[src/sv/lex_pkg.sv]
// Package with the word tables, character codes and class codes of the token classifier.
`timescale 1ns / 1ps

package lex_pkg;

  localparam int NumKeywords  = 16;
  localparam int NumOperators = 11;
  localparam int WordBytes    = 8;
  localparam int LenW         = 4;
  localparam int DotW         = 2;

  localparam logic [LenW-1:0] LenSat = LenW'(WordBytes);
  localparam logic [LenW-1:0] LenMax = LenW'(WordBytes - 1);
  localparam logic [DotW-1:0] DotSat = DotW'(2);

  typedef enum logic [2:0] {
    ClsReserved   = 3'd0,
    ClsInteger    = 3'd1,
    ClsFloat      = 3'd2,
    ClsOperator   = 3'd3,
    ClsIdentifier = 3'd4,
    ClsNewline    = 3'd5,
    ClsError      = 3'd6
  } token_class_e;

  localparam logic KindChar = 1'b0;
  localparam logic KindEnd  = 1'b1;

  localparam logic [7:0] CharSemi  = 8'h3B;
  localparam logic [7:0] CharDot   = 8'h2E;
  localparam logic [7:0] CharSpace = 8'h20;
  localparam logic [7:0] CharTab   = 8'h09;
  localparam logic [7:0] CharCr    = 8'h0D;
  localparam logic [7:0] CharNul   = 8'h00;

  // Words are stored left justified: byte position p sits at bits [8*(7-p) +: 8].
  localparam logic [63:0] KwTable [NumKeywords] = '{
    {"const",   24'h0}, {"int",     40'h0}, {"float",   24'h0}, {"double",  16'h0},
    {"long",    32'h0}, {"static",  16'h0}, {"void",    32'h0}, {"char",    32'h0},
    {"extern",  16'h0}, {"return",  16'h0}, {"break",   24'h0}, {"enum",    32'h0},
    {"struct",  16'h0}, {"typedef",  8'h0}, {"union",   24'h0}, {"goto",    32'h0}
  };

  localparam logic [LenW-1:0] KwLen [NumKeywords] = '{
    4'd5, 4'd3, 4'd5, 4'd6, 4'd4, 4'd6, 4'd4, 4'd4,
    4'd6, 4'd6, 4'd5, 4'd4, 4'd6, 4'd7, 4'd5, 4'd4
  };

  localparam logic [63:0] OpTable [NumOperators] = '{
    {"+",  56'h0}, {"-",  56'h0}, {"*",  56'h0}, {"/",  56'h0}, {"=",  56'h0},
    {"==", 48'h0}, {"!=", 48'h0}, {">=", 48'h0}, {"<=", 48'h0},
    {">",  56'h0}, {"<",  56'h0}
  };

  localparam logic [LenW-1:0] OpLen [NumOperators] = '{
    4'd1, 4'd1, 4'd1, 4'd1, 4'd1, 4'd2, 4'd2, 4'd2, 4'd2, 4'd1, 4'd1
  };

endpackage

[src/sv/lexical_token_classifier.sv]
// Top level of the lexical token classifier: byte stream in, one class word per token or bare semicolon out.
`timescale 1ns / 1ps

// Channel | Handshake              | Payload
// --------+------------------------+----------------------------------------
// in      | in_valid_i / in_ready_o   | kind_i (1), char_code_i (8)
// out     | out_valid_o / out_ready_i | token_class_o (3), newline_after_o (1)
//
// One word is taken per cycle while in_ready_o is high. A byte is registered at
// the input, then the match flags and the class are worked out from the input
// register and the result goes into the output register. Reset clears both
// stages and the token state. When the output register is full and not taken,
// the input stage holds and in_ready_o drops once it is occupied; nothing is
// dropped or repeated.
module lexical_token_classifier (
  input  logic       clk_i,
  input  logic       rst_ni,
  input  logic       in_valid_i,
  output logic       in_ready_o,
  input  logic       kind_i,
  input  logic [7:0] char_code_i,
  output logic       out_valid_o,
  input  logic       out_ready_i,
  output logic [2:0] token_class_o,
  output logic       newline_after_o
);

  // Input stage.
  logic       in_valid_q;
  logic       kind_q;
  logic [7:0] char_q;

  // Output stage.
  logic                  out_valid_q, out_valid_d;
  lex_pkg::token_class_e class_q, class_d;
  logic                  newline_q, newline_d;

  // Per-token state.
  logic [lex_pkg::NumKeywords-1:0]  kw_hits_q, kw_hits_d;
  logic [lex_pkg::NumOperators-1:0] op_hits_q, op_hits_d;
  logic [lex_pkg::LenW-1:0]         tok_len_q, tok_len_d;
  logic [lex_pkg::DotW-1:0]         dot_cnt_q, dot_cnt_d;
  logic only_digits_q, only_digits_d;
  logic digit_dots_q, digit_dots_d;
  logic ident_q, ident_d;
  logic first_digit_q, first_digit_d;
  logic failed_q, failed_d;

  logic advance, consume;
  logic is_digit, is_dot, is_alpha, is_space, is_semi, is_end, pending;
  logic kw_word_hit, op_word_hit;
  logic [2:0] pos;
  logic       pos_ok;
  lex_pkg::token_class_e tok_class;

  // The output register can be loaded when it is empty or being drained.
  assign advance    = !out_valid_q || out_ready_i;
  assign consume    = in_valid_q && advance;
  assign in_ready_o = !in_valid_q || advance;

  assign is_digit = (char_q >= "0") && (char_q <= "9");
  assign is_dot   = (char_q == lex_pkg::CharDot);
  assign is_alpha = ((char_q >= "A") && (char_q <= "Z")) ||
                    ((char_q >= "a") && (char_q <= "z")) || (char_q == "_");
  assign is_space = (char_q == lex_pkg::CharSpace) ||
                    ((char_q >= lex_pkg::CharTab) && (char_q <= lex_pkg::CharCr));
  assign is_semi  = (char_q == lex_pkg::CharSemi);
  assign is_end   = (kind_q == lex_pkg::KindEnd);
  assign pending  = (tok_len_q != '0);

  // Table words are at most seven bytes, so a byte at position seven or later
  // knocks out every word; position then fits in three bits.
  assign pos    = tok_len_q[2:0];
  assign pos_ok = (tok_len_q < lex_pkg::LenMax);

  // A word still flagged after len bytes matches exactly when its length is len.
  always_comb begin
    kw_word_hit = 1'b0;
    for (int i = 0; i < lex_pkg::NumKeywords; i++) begin
      if (kw_hits_q[i] && (tok_len_q == lex_pkg::KwLen[i])) begin
        kw_word_hit = 1'b1;
      end
    end
    op_word_hit = 1'b0;
    for (int i = 0; i < lex_pkg::NumOperators; i++) begin
      if (op_hits_q[i] && (tok_len_q == lex_pkg::OpLen[i])) begin
        op_word_hit = 1'b1;
      end
    end
  end

  // Class of the pending token, in priority order.
  always_comb begin
    if (kw_word_hit) begin
      tok_class = lex_pkg::ClsReserved;
    end else if (only_digits_q) begin
      tok_class = lex_pkg::ClsInteger;
    end else if (digit_dots_q && (dot_cnt_q < lex_pkg::DotSat)) begin
      tok_class = lex_pkg::ClsFloat;
    end else if (op_word_hit) begin
      tok_class = lex_pkg::ClsOperator;
    end else if (ident_q && !first_digit_q) begin
      tok_class = lex_pkg::ClsIdentifier;
    end else begin
      tok_class = lex_pkg::ClsError;
    end
  end

  always_comb begin
    kw_hits_d     = kw_hits_q;
    op_hits_d     = op_hits_q;
    tok_len_d     = tok_len_q;
    dot_cnt_d     = dot_cnt_q;
    only_digits_d = only_digits_q;
    digit_dots_d  = digit_dots_q;
    ident_d       = ident_q;
    first_digit_d = first_digit_q;
    failed_d      = failed_q;
    out_valid_d   = out_valid_q;
    class_d       = class_q;
    newline_d     = newline_q;

    if (advance) begin
      out_valid_d = 1'b0;
    end

    if (consume && !failed_q) begin
      if (is_end || is_space || is_semi) begin
        if (pending) begin
          // Token closed: report its class and start a fresh token.
          out_valid_d   = 1'b1;
          class_d       = tok_class;
          newline_d     = is_semi && !is_end && !is_space;
          kw_hits_d     = '1;
          op_hits_d     = '1;
          tok_len_d     = '0;
          dot_cnt_d     = '0;
          only_digits_d = 1'b1;
          digit_dots_d  = 1'b1;
          ident_d       = 1'b1;
          first_digit_d = 1'b0;
          if (tok_class == lex_pkg::ClsError) begin
            failed_d  = 1'b1;
            newline_d = 1'b0;
          end
        end else if (is_semi && !is_end) begin
          // A bare semicolon still ends a line.
          out_valid_d = 1'b1;
          class_d     = lex_pkg::ClsNewline;
          newline_d   = 1'b1;
        end
      end else begin
        for (int i = 0; i < lex_pkg::NumKeywords; i++) begin
          if ((char_q == lex_pkg::CharNul) || !pos_ok ||
              (lex_pkg::KwTable[i][8*(7-int'(pos)) +: 8] != char_q)) begin
            kw_hits_d[i] = 1'b0;
          end
        end
        for (int i = 0; i < lex_pkg::NumOperators; i++) begin
          if ((char_q == lex_pkg::CharNul) || !pos_ok ||
              (lex_pkg::OpTable[i][8*(7-int'(pos)) +: 8] != char_q)) begin
            op_hits_d[i] = 1'b0;
          end
        end
        if (!pending && is_digit) begin
          first_digit_d = 1'b1;
        end
        if (!is_digit) begin
          only_digits_d = 1'b0;
        end
        if (!is_digit && !is_dot) begin
          digit_dots_d = 1'b0;
        end
        if (is_dot && (dot_cnt_q < lex_pkg::DotSat)) begin
          dot_cnt_d = dot_cnt_q + 1'b1;
        end
        if (!is_digit && !is_alpha) begin
          ident_d = 1'b0;
        end
        if (tok_len_q < lex_pkg::LenSat) begin
          tok_len_d = tok_len_q + 1'b1;
        end
      end
    end
  end

  always_ff @(posedge clk_i or negedge rst_ni) begin
    if (!rst_ni) begin
      in_valid_q    <= 1'b0;
      out_valid_q   <= 1'b0;
      kw_hits_q     <= '1;
      op_hits_q     <= '1;
      tok_len_q     <= '0;
      dot_cnt_q     <= '0;
      only_digits_q <= 1'b1;
      digit_dots_q  <= 1'b1;
      ident_q       <= 1'b1;
      first_digit_q <= 1'b0;
      failed_q      <= 1'b0;
    end else begin
      if (in_ready_o) begin
        in_valid_q <= in_valid_i;
      end
      out_valid_q   <= out_valid_d;
      kw_hits_q     <= kw_hits_d;
      op_hits_q     <= op_hits_d;
      tok_len_q     <= tok_len_d;
      dot_cnt_q     <= dot_cnt_d;
      only_digits_q <= only_digits_d;
      digit_dots_q  <= digit_dots_d;
      ident_q       <= ident_d;
      first_digit_q <= first_digit_d;
      failed_q      <= failed_d;
    end
  end

  // Payload registers need no reset.
  always_ff @(posedge clk_i) begin
    if (in_ready_o && in_valid_i) begin
      kind_q <= kind_i;
      char_q <= char_code_i;
    end
    class_q   <= class_d;
    newline_q <= newline_d;
  end

  assign out_valid_o     = out_valid_q;
  assign token_class_o   = class_q;
  assign newline_after_o = newline_q;

endmodule
[config.mk]
export PLATFORM = sky130hd
export DESIGN_NAME = lexical_token_classifier
export DESIGN_NICKNAME = d
export VERILOG_FILES = /design/src/sv/lex_pkg.sv /design/src/sv/lexical_token_classifier.sv
export SDC_FILE = /design/constraint.sdc
export NUM_CORES = 1
export LEC_CHECK = 0
export BUFFER_PORTS_ARGS = -buffer_cell sky130_fd_sc_hd__buf_2
export CORE_MARGIN = 8
export CORE_UTILIZATION = 50
export CTS_CLUSTER_SIZE = 24
export DETAILED_ROUTE_END_ITERATION = 10
export PLACE_DENSITY = 0.77
export SLEW_MARGIN = 20
export SYNTH_ARGS = -nofsm -noshare
export SYNTH_HDL_FRONTEND = slang
export SYNTH_SLANG_ARGS = --single-unit
[constraint.sdc]
create_clock -name clk_i -period 2.95 [get_ports clk_i]
set_clock_uncertainty 0.15 [all_clocks]
set_input_delay 0.4425 -clock clk_i [delete_from_list [all_inputs] [get_ports clk_i]]
set_output_delay 0.4425 -clock clk_i [all_outputs]
set_load 0.1 [all_outputs]
==> reports/qor.txt, run 1 <==
CTS H-tree depth: 2
First-pass iteration count of the detailed router: 6
Outcome: completed
Worst R2R Start: tok_len_q[0]
Post-CTS Resized: 0
CTS tree: built
Syn avg cell area: 8.52 µm²
Hold Crit Class: in2async
Total net switching power: 2.34 mW
Data required time at the worst endpoint: 3.04 ns
Final wirelength: 14.0 mm
Cell Area, Placed: 4820 µm²
Mapped Cells: 539
Logic pwr share: 60.3%
Routed len/inst: 21.2 µm
CP Data Arrival Time: 2.70 ns
Port Buf Inserts: 18
CTS Hold Bufs: 0
Via count: 4449
Vias in the first global route: 4172
Post-route ant nets: 0
Final Max Tran Viols: 0
Pleak: 1.76 nW
Setup TNS Final: 0 ns
Register area share after synthesis: 31.1%
Post-synthesis register bit count: 53
Seq. cell area: 1430 µm²
Area of the multi-input gates: 2850 µm²
Pin count of the biggest net entering global routing: 41
Post-CTS setup repair buffer count: 0
Switching share of power: 47.0%
Cells on worst reg2reg path: 7
Netlist cell types: 83
Max FO, Critical Path: 18
Post-Syn Nets: 561
Crit path capture type: flip-flop
CP startpoint kind: flip-flop
# rows: 35
Clock sink total: 53
Worst-Skew Late Latency: 0.32 ns
Final worst slack: 0.337 ns
Most frequent cells in the layout: nand2_1 (44), nor2_1 (42), buf_4 (32)
Die Area: 12500 µm²
Final Wtd Congestion: 0.966
Peak supply drop: 0.565 mV
Ys async rst share: 75.5%
Fin nets: 568
Setup violations, final: 0
Starting Density: 50.7%
Post-DR vias/cell: 6.76
ANT cells: 0
Reg2reg setup slack: 0.34 ns
PwrDens: 1010 nW/µm²
Synth Warn #: 0
Most common cell after layout, fill and taps aside: nand2_1
Worst-Margin Slew: 0.906 ns
Filler cell count in the final layout: 840
CTS root buffer: clkbuf_8
Max-Cap Viols: 0
Int Pwr: 2.64 mW
Die Width: 112 µm
Global-route wire length before repair: 22.2 mm
Final Cell Area: 4940 µm²
Area growth syn-to-layout: 7.63%
RSZ-0062 raised after global routing: no
Hold WS: 0.105 ns
GR Overflow Total: 0
Post-synth top flop: dfstp_2
Sequential cell fraction of total power: 29.2%
Clock power share: 10.5%
Overall routing resource usage: 22.1%
Worst slack, placed: 0.384 ns
HPWL after DPL: 10.0 mm
CTS max path bufs: 2
FF-to-FF End: op_hits_q[4]
I/O pins: 19
Core ar.: 9060 µm²
Layout cells sized above 1: 21.8%
WS Path Type: reg2reg
Post-synth EDFFs: 13
TritonCTS buffer count: 5
Initial drt markers: 466
Fin crit share: 88.6%
Max_slew headroom: 39.6%
Final Hold Vio Count: 0
Die Y: 112 µm
Initial antenna violation count: 0
Clock slew at reported path FFs: 0.11 ns
Tmin final: 2.61 ns
Post-Syn Area: 4590 µm²
Max Clk Rate: 0.383 GHz
Final core occ: 54.5%
Post-route DRC: 0
Yosys cell counts, drive strengths merged (10+ instances only):
master,number,area [µm²]
inv,14,52.6
dfstp,30,788
o211ai,10,75.1
dfrtp,10,250
clkbuf,21,78.8
xnor2,29,254
nand3,18,95.1
xor2,11,96.3
o32ai,13,121
nand2,44,165
o22ai,17,119
edfxtp,13,390
a21oi,25,125
buf,30,180
nor3,12,60.1
o21ai,28,144
nor2,45,181
worst max-delay path: stages (launching register included):
cell       delay [ns]
dfrtp_1          0.48
inv_1            0.10
ha_1             0.42
and2_1           0.29
nor2_4           0.40
a21boi_4         0.25
buf_4            0.27
a2bb2oi_1        0.19
metrics by stage:
stage	power [mW]	cells
finish	4.98	658
global placement	4.35	650
floorplan	3.62	539
global route	5.31	658
detailed placement	4.41	650
CTS	4.94	658
final cells by class:
| class | count | share of cell area (%) |
|---|---|---|
| Clock inverter | 3 | 1.01 |
| Clock buffer | 5 | 1.39 |
| Multi-Input combinational cell | 419 | 57.6 |
| Sequential cell | 53 | 28.9 |
| Tap cell | 111 | 2.81 |
| Timing Repair Buffer | 51 | 7.09 |
| Inverter | 16 | 1.21 |
state kept, by name (all words and copies together), names as in the netlist:
name             cells
dot_cnt_q            2
newline_after_o      1
tok_len_q            4
char_q               8
kw_hits_q           16
only_digits_q        1
in_valid_q           1
out_valid_o          1
ident_q              1
failed_q             1
op_hits_q           11
first_digit_q        1
is_end               1
token_class_o        3
digit_dots_q         1
worst max path at each step:
| stage | endpoint | slack (ns) | cells past startpoint | start |
|---|---|---|---|---|
| floorplan | char_q[0] | 0.19 | 3 | out_valid_o |
| global placement | op_hits_q[6] | 0.42 | 6 | char_q[2] |
| detailed placement | op_hits_q[3] | 0.38 | 7 | tok_len_q[0] |
| CTS | op_hits_q[4] | 0.34 | 7 | tok_len_q[0] |
| global route | op_hits_q[4] | 0.10 | 7 | tok_len_q[1] |
| finish | op_hits_q[4] | 0.34 | 7 | tok_len_q[0] |
metal layers:
metal	share of wire (%)	routed length, µm	track usage, %	vias up
met5	0	0	0	-
li1	-	-	-	2043
met1	42	5840	28.7	2110
met2	45	6310	34.5	260
met4	3.7	514	9.57	0
met3	9.2	1290	4.71	36
cells by family (layout without fill, tap and decap cells):
family	count (synthesis)	count (layout)	share of synthesized area, %
and+or+nand+nor	190	190	21.9
AOI/OAI and AO/OA	177	177	29.3
muxes	3	3	0.708
xor gates and xnor gates	40	40	7.63
buffers and inverters	67	75	6.95
DFF	53	53	31.1
adders and majority gates	9	9	2.45
power by group through the flow:
stage               clock network, mW  registers (mW)  logic (mW)
finish                          0.525            1.45        3.00
global route                    0.556            1.49        3.27
CTS                             0.537            1.45        2.96
detailed placement                  0            1.46        2.95
global placement                    0            1.45        2.90
floorplan                           0            1.44        2.19
No activity file was read; power rests on OpenSTA's default activity.
==> run 2: changes to the inputs <==
--- a/config.mk
+++ b/config.mk
@@ -10,7 +10,8 @@
 export CORE_UTILIZATION = 50
 export CTS_CLUSTER_SIZE = 24
 export DETAILED_ROUTE_END_ITERATION = 10
-export PLACE_DENSITY = 0.77
+export PLACE_DENSITY = 0.67
+export SKIP_LAST_GASP = 1
 export SLEW_MARGIN = 20
 export SYNTH_ARGS = -nofsm -noshare
 export SYNTH_HDL_FRONTEND = slang
==> reports/qor.txt, run 2 (synthesized netlist as in run 1, its figures left out) <==
Pin count of the biggest net entering global routing: 41
First-pass iteration count of the detailed router: 5
Max reg flops: 16
Max Clk Rate: 0.351 GHz
CP max stage cell: a2111oi_2
HPWL after DPL: 10.5 mm
Starting Density: 50.7%
ANT cells: 0
I/O pins: 19
Port Buf Inserts: 18
Global-route wire length before repair: 23.1 mm
CP startpoint kind: flip-flop
Seq. cell area: 1430 µm²
CTS root buffer: clkbuf_8
# rows: 35
CTS max path bufs: 2
Most common cell after layout, fill and taps aside: nand2_1
Final core occ: 53.6%
CTS H-tree depth: 2
Area of the multi-input gates: 2850 µm²
Outcome: completed
Tmin final: 2.85 ns
Critical path's top delay family: compound AO/OA/AOI/OAI gates
Data required time at the worst endpoint: 3.06 ns
Worst-Skew Late Latency: 0.32 ns
PwrDens: 1000 nW/µm²
CP Data Arrival Time: 2.96 ns
Placed instance count: 645
Post-route ant nets: 0
Vias in the first global route: 4129
Overall routing resource usage: 23.1%
Crit-path max cell delay: 0.55 ns
Final Max Tran Viols: 0
Filler cell count in the final layout: 867
Cells on worst reg2reg path: 7
CP cell instances: ha_1, a2111oi_2, o2111ai_1, nor4_1, buf_4, o211ai_1, a2bb2oi_2
Routed len/inst: 22.1 µm
Pleak: 1.72 nW
Post-CTS setup repair buffer count: 0
GR Overflow Total: 0
Initial drt markers: 504
Final Hold Vio Count: 0
Die Y: 112 µm
Design Power: 4.87 mW
Max FO, Critical Path: 7
Fin crit share: 96.7%
Post-route DRC: 0
CTS tree: built
Final wirelength: 14.4 mm
Crit path capture type: flip-flop
Die Width: 112 µm
Top reg by flops: kw_hits_q
Via count: 4471
Layout cells sized above 1: 20.8%
TritonCTS buffer count: 5
CTS Hold Bufs: 0
Hold WS: 0.0874 ns
Setup TNS Final: 0 ns
Die Area: 12500 µm²
Max-Cap Viols: 0
WS Path Type: reg2reg
Setup violations, final: 0
Max_slew headroom: 27.8%
Most frequent cells in the layout: nand2_1 (44), nor2_1 (42), dfstp_2 (30)
RSZ-0062 raised after global routing: no
Reg2reg setup slack: 0.1 ns
Post-CTS Resized: 0
Top flop regs: kw_hits_q: 16 flops, op_hits_q: 11 flops, char_q: 8 flops
Fin cells: 653
Post-DR vias/cell: 6.85
Buf+Inv Stages, Crit Path: 1
Clock slew at reported path FFs: 0.11 ns
Initial antenna violation count: 0
Final Wtd Congestion: 0.957
Worst-Margin Slew: 1.08 ns
Hold Crit Class: in2async
Fin nets: 563
Area growth syn-to-layout: 5.83%
Core ar.: 9060 µm²
Clock sink total: 53
Critical path depth: 7
Peak supply drop: 0.522 mV
run 2: metrics by stage:
stage,cell area (µm²),worst slack (ns)
after floorplan,4590,0.193
final,4860,0.0984
after CTS,4860,0.254
after global placement,4770,0.278
after global routing,4860,0.0579
after detailed placement,4770,0.284
run 2: power breakdown:
part / leakage [nW] / internal, mW / switching, mW / total, mW
sequential: 0.566 / 1.19 / 0.285 / 1.47
combinational: 1.11 / 1.16 / 1.82 / 2.97
clock: 0.0456 / 0.170 / 0.257 / 0.427
run 2: worst paths after layout:
kind	from	end
max	tok_len_q[0]	kw_hits_q[6]
min	rst_ni	tok_len_q[0]
max reg2reg	tok_len_q[0]	kw_hits_q[6]
min reg2reg	op_hits_q[4]	op_hits_q[4]
max in group asynchronous	rst_ni	tok_len_q[2]
min in group clk_i	char_code_i[6]	char_q[6]
run 2: final cells by class:
cell class | count | share of cell area (%)
Clock buffer | 6 | 1.49
Clock inverter | 2 | 0.283
Inverter | 16 | 1.24
Multi-Input combinational cell | 419 | 58.5
Sequential cell | 53 | 29.4
Tap cell | 111 | 2.86
Timing Repair Buffer | 46 | 6.18
run 2: layer usage:
metal	global-route usage, %	up-vias	share of wire, %
met1	31.1	2114	43
met5	0	-	0
met3	3.35	43	9.1
met2	36.6	278	45
li1	-	2036	-
met4	8.30	0	3.2
==> run 3: changes to the inputs <==
==> constraint.sdc (replaced) <==
create_clock -name clk_i -period 3.09 [get_ports clk_i]
set_clock_uncertainty 0.15 [all_clocks]
set_input_delay 0.4635 -clock clk_i [delete_from_list [all_inputs] [get_ports clk_i]]
set_output_delay 0.4635 -clock clk_i [all_outputs]
set_load 0.1 [all_outputs]
==> reports/qor.txt, run 3 (synthesized netlist as in run 1, its figures left out) <==
Outcome: completed
CP Data Arrival Time: 2.87 ns
Final Wtd Congestion: 0.985
Final Max Tran Viols: 0
Fin crit share: 89.4%
CP cell instances: ha_1, a2111oi_2, o2111ai_1, nor4_1, buf_4, o211ai_1, a2bb2oi_2
Initial drt markers: 504
Crit-path max cell delay: 0.55 ns
Pin count of the biggest net entering global routing: 41
WS Path Type: reg2reg
Setup TNS Final: 0 ns
Crit path capture type: flip-flop
CTS H-tree depth: 2
Data required time at the worst endpoint: 3.20 ns
CTS max path bufs: 2
Post-route DRC: 0
Critical path depth: 7
CTS Hold Bufs: 0
Initial antenna violation count: 0
Filler cell count in the final layout: 849
Max Clk Rate: 0.362 GHz
First-pass iteration count of the detailed router: 5
Post-CTS setup repair buffer count: 0
CTS tree: built
ANT cells: 0
Cells on worst reg2reg path: 7
Starting Density: 50.7%
Peak supply drop: 0.496 mV
Max reg flops: 16
PwrDens: 957 nW/µm²
Via count: 4453
Routed len/inst: 22.9 µm
HPWL after DPL: 10.6 mm
Worst-Margin Slew: 0.951 ns
Layout cells sized above 1: 20.3%
Top flop regs: kw_hits_q: 16 flops, op_hits_q: 11 flops, char_q: 8 flops
Post-DR vias/cell: 6.87
Global-route wire length before repair: 23.7 mm
Max_slew headroom: 36.6%
CP startpoint kind: flip-flop
Port Buf Inserts: 18
CP max stage cell: a2111oi_2
Critical path's top delay family: compound AO/OA/AOI/OAI gates
Reg2reg setup slack: 0.33 ns
Max-Cap Viols: 0
Tmin final: 2.76 ns
Die Width: 112 µm
Most common cell after layout, fill and taps aside: nand2_1
Setup violations, final: 0
Vias in the first global route: 4299
Die Y: 112 µm
CTS root buffer: clkbuf_8
Worst-Skew Late Latency: 0.32 ns
Fin nets: 558
Final Hold Vio Count: 0
RSZ-0062 raised after global routing: no
Max FO, Critical Path: 10
Clock slew at reported path FFs: 0.11 ns
Overall routing resource usage: 23.5%
Top reg by flops: kw_hits_q
Final core occ: 53.4%
Core ar.: 9060 µm²
TritonCTS buffer count: 5
I/O pins: 19
Post-route ant nets: 0
Pleak: 1.70 nW
Hold Crit Class: in2async
Final wirelength: 14.8 mm
Area growth syn-to-layout: 5.45%
Post-CTS Resized: 0
Most frequent cells in the layout: nand2_1 (44), nor2_1 (42), dfstp_2 (30)
# rows: 35
GR Overflow Total: 0
Die Area: 12500 µm²
Buf+Inv Stages, Crit Path: 1
Clock sink total: 53
==> run 3: changes by cell type in the layout (fill, tap and decap cells not counted) <==
cell        previous run  this run
clkinvlp_4             0         1
inv_6                  1         0
clkinv_2               1         0
buf_12                 0         1
inv_4                  0         1
clkbuf_1               1         0
buf_4                 28        22
inv_8                  0         1
==> run 3: area by class of cell <==
class                           count  area (µm²)  share of cell area [%]
Tap cell                          111         139                    2.87
Sequential cell                    53        1430                    29.5
Timing Repair Buffer               41         275                    5.68
Clock inverter                      3        25.0                   0.517
Clock buffer                        5        68.8                    1.42
Inverter                           16        60.1                    1.24
Multi-Input combinational cell    419        2850                    58.7
==> run 3: path summary, 6_finish.rpt <==
check	startpoint	endpoint
max	tok_len_q[0]	kw_hits_q[6]
min	rst_ni	tok_len_q[2]
max reg2reg	tok_len_q[0]	kw_hits_q[6]
min reg2reg	kw_hits_q[1]	kw_hits_q[1]
max in group asynchronous	rst_ni	tok_len_q[2]
min in group clk_i	char_code_i[0]	char_q[0]
==> run 3: per-layer routing <==
| metal | track usage [%] | share of wire [%] |
|---|---|---|
| met5 | 0 | 0 |
| met4 | 9.57 | 3.2 |
| met3 | 4.27 | 8.8 |
| met2 | 36.8 | 46 |
| met1 | 31.3 | 42 |
==> run 3: per-stage QoR <==
step                      instance area (µm²)  instances  hold slack, ns  power (mW)  setup WS [ns]
after floorplan                          4590        539          0.0179        3.46          0.333
after global placement                   4750        640           0.334        4.11          0.446
after detailed placement                 4750        640           0.341        4.15          0.403
after CTS                                4840        648           0.159        4.58          0.381
after global routing                     4840        648           0.154        4.94          0.141
final                                    4840        648           0.136        4.64          0.329
==> run 3: worst reg2reg max path: cells and delay by family (launching register included) <==
family	cells	cell delay, ns
adders and majority gates	1	0.41
buffers and inverters	1	0.21
AOI/OAI and AO/OA	4	1.10
DFF	1	0.51
and+or+nand+nor	1	0.33
==> run 3: power breakdown <==
| group | internal [mW] | switching, mW |
|---|---|---|
| Combinational | 1.08 | 1.70 |
| Clock | 0.166 | 0.261 |
| Sequential | 1.13 | 0.298 |
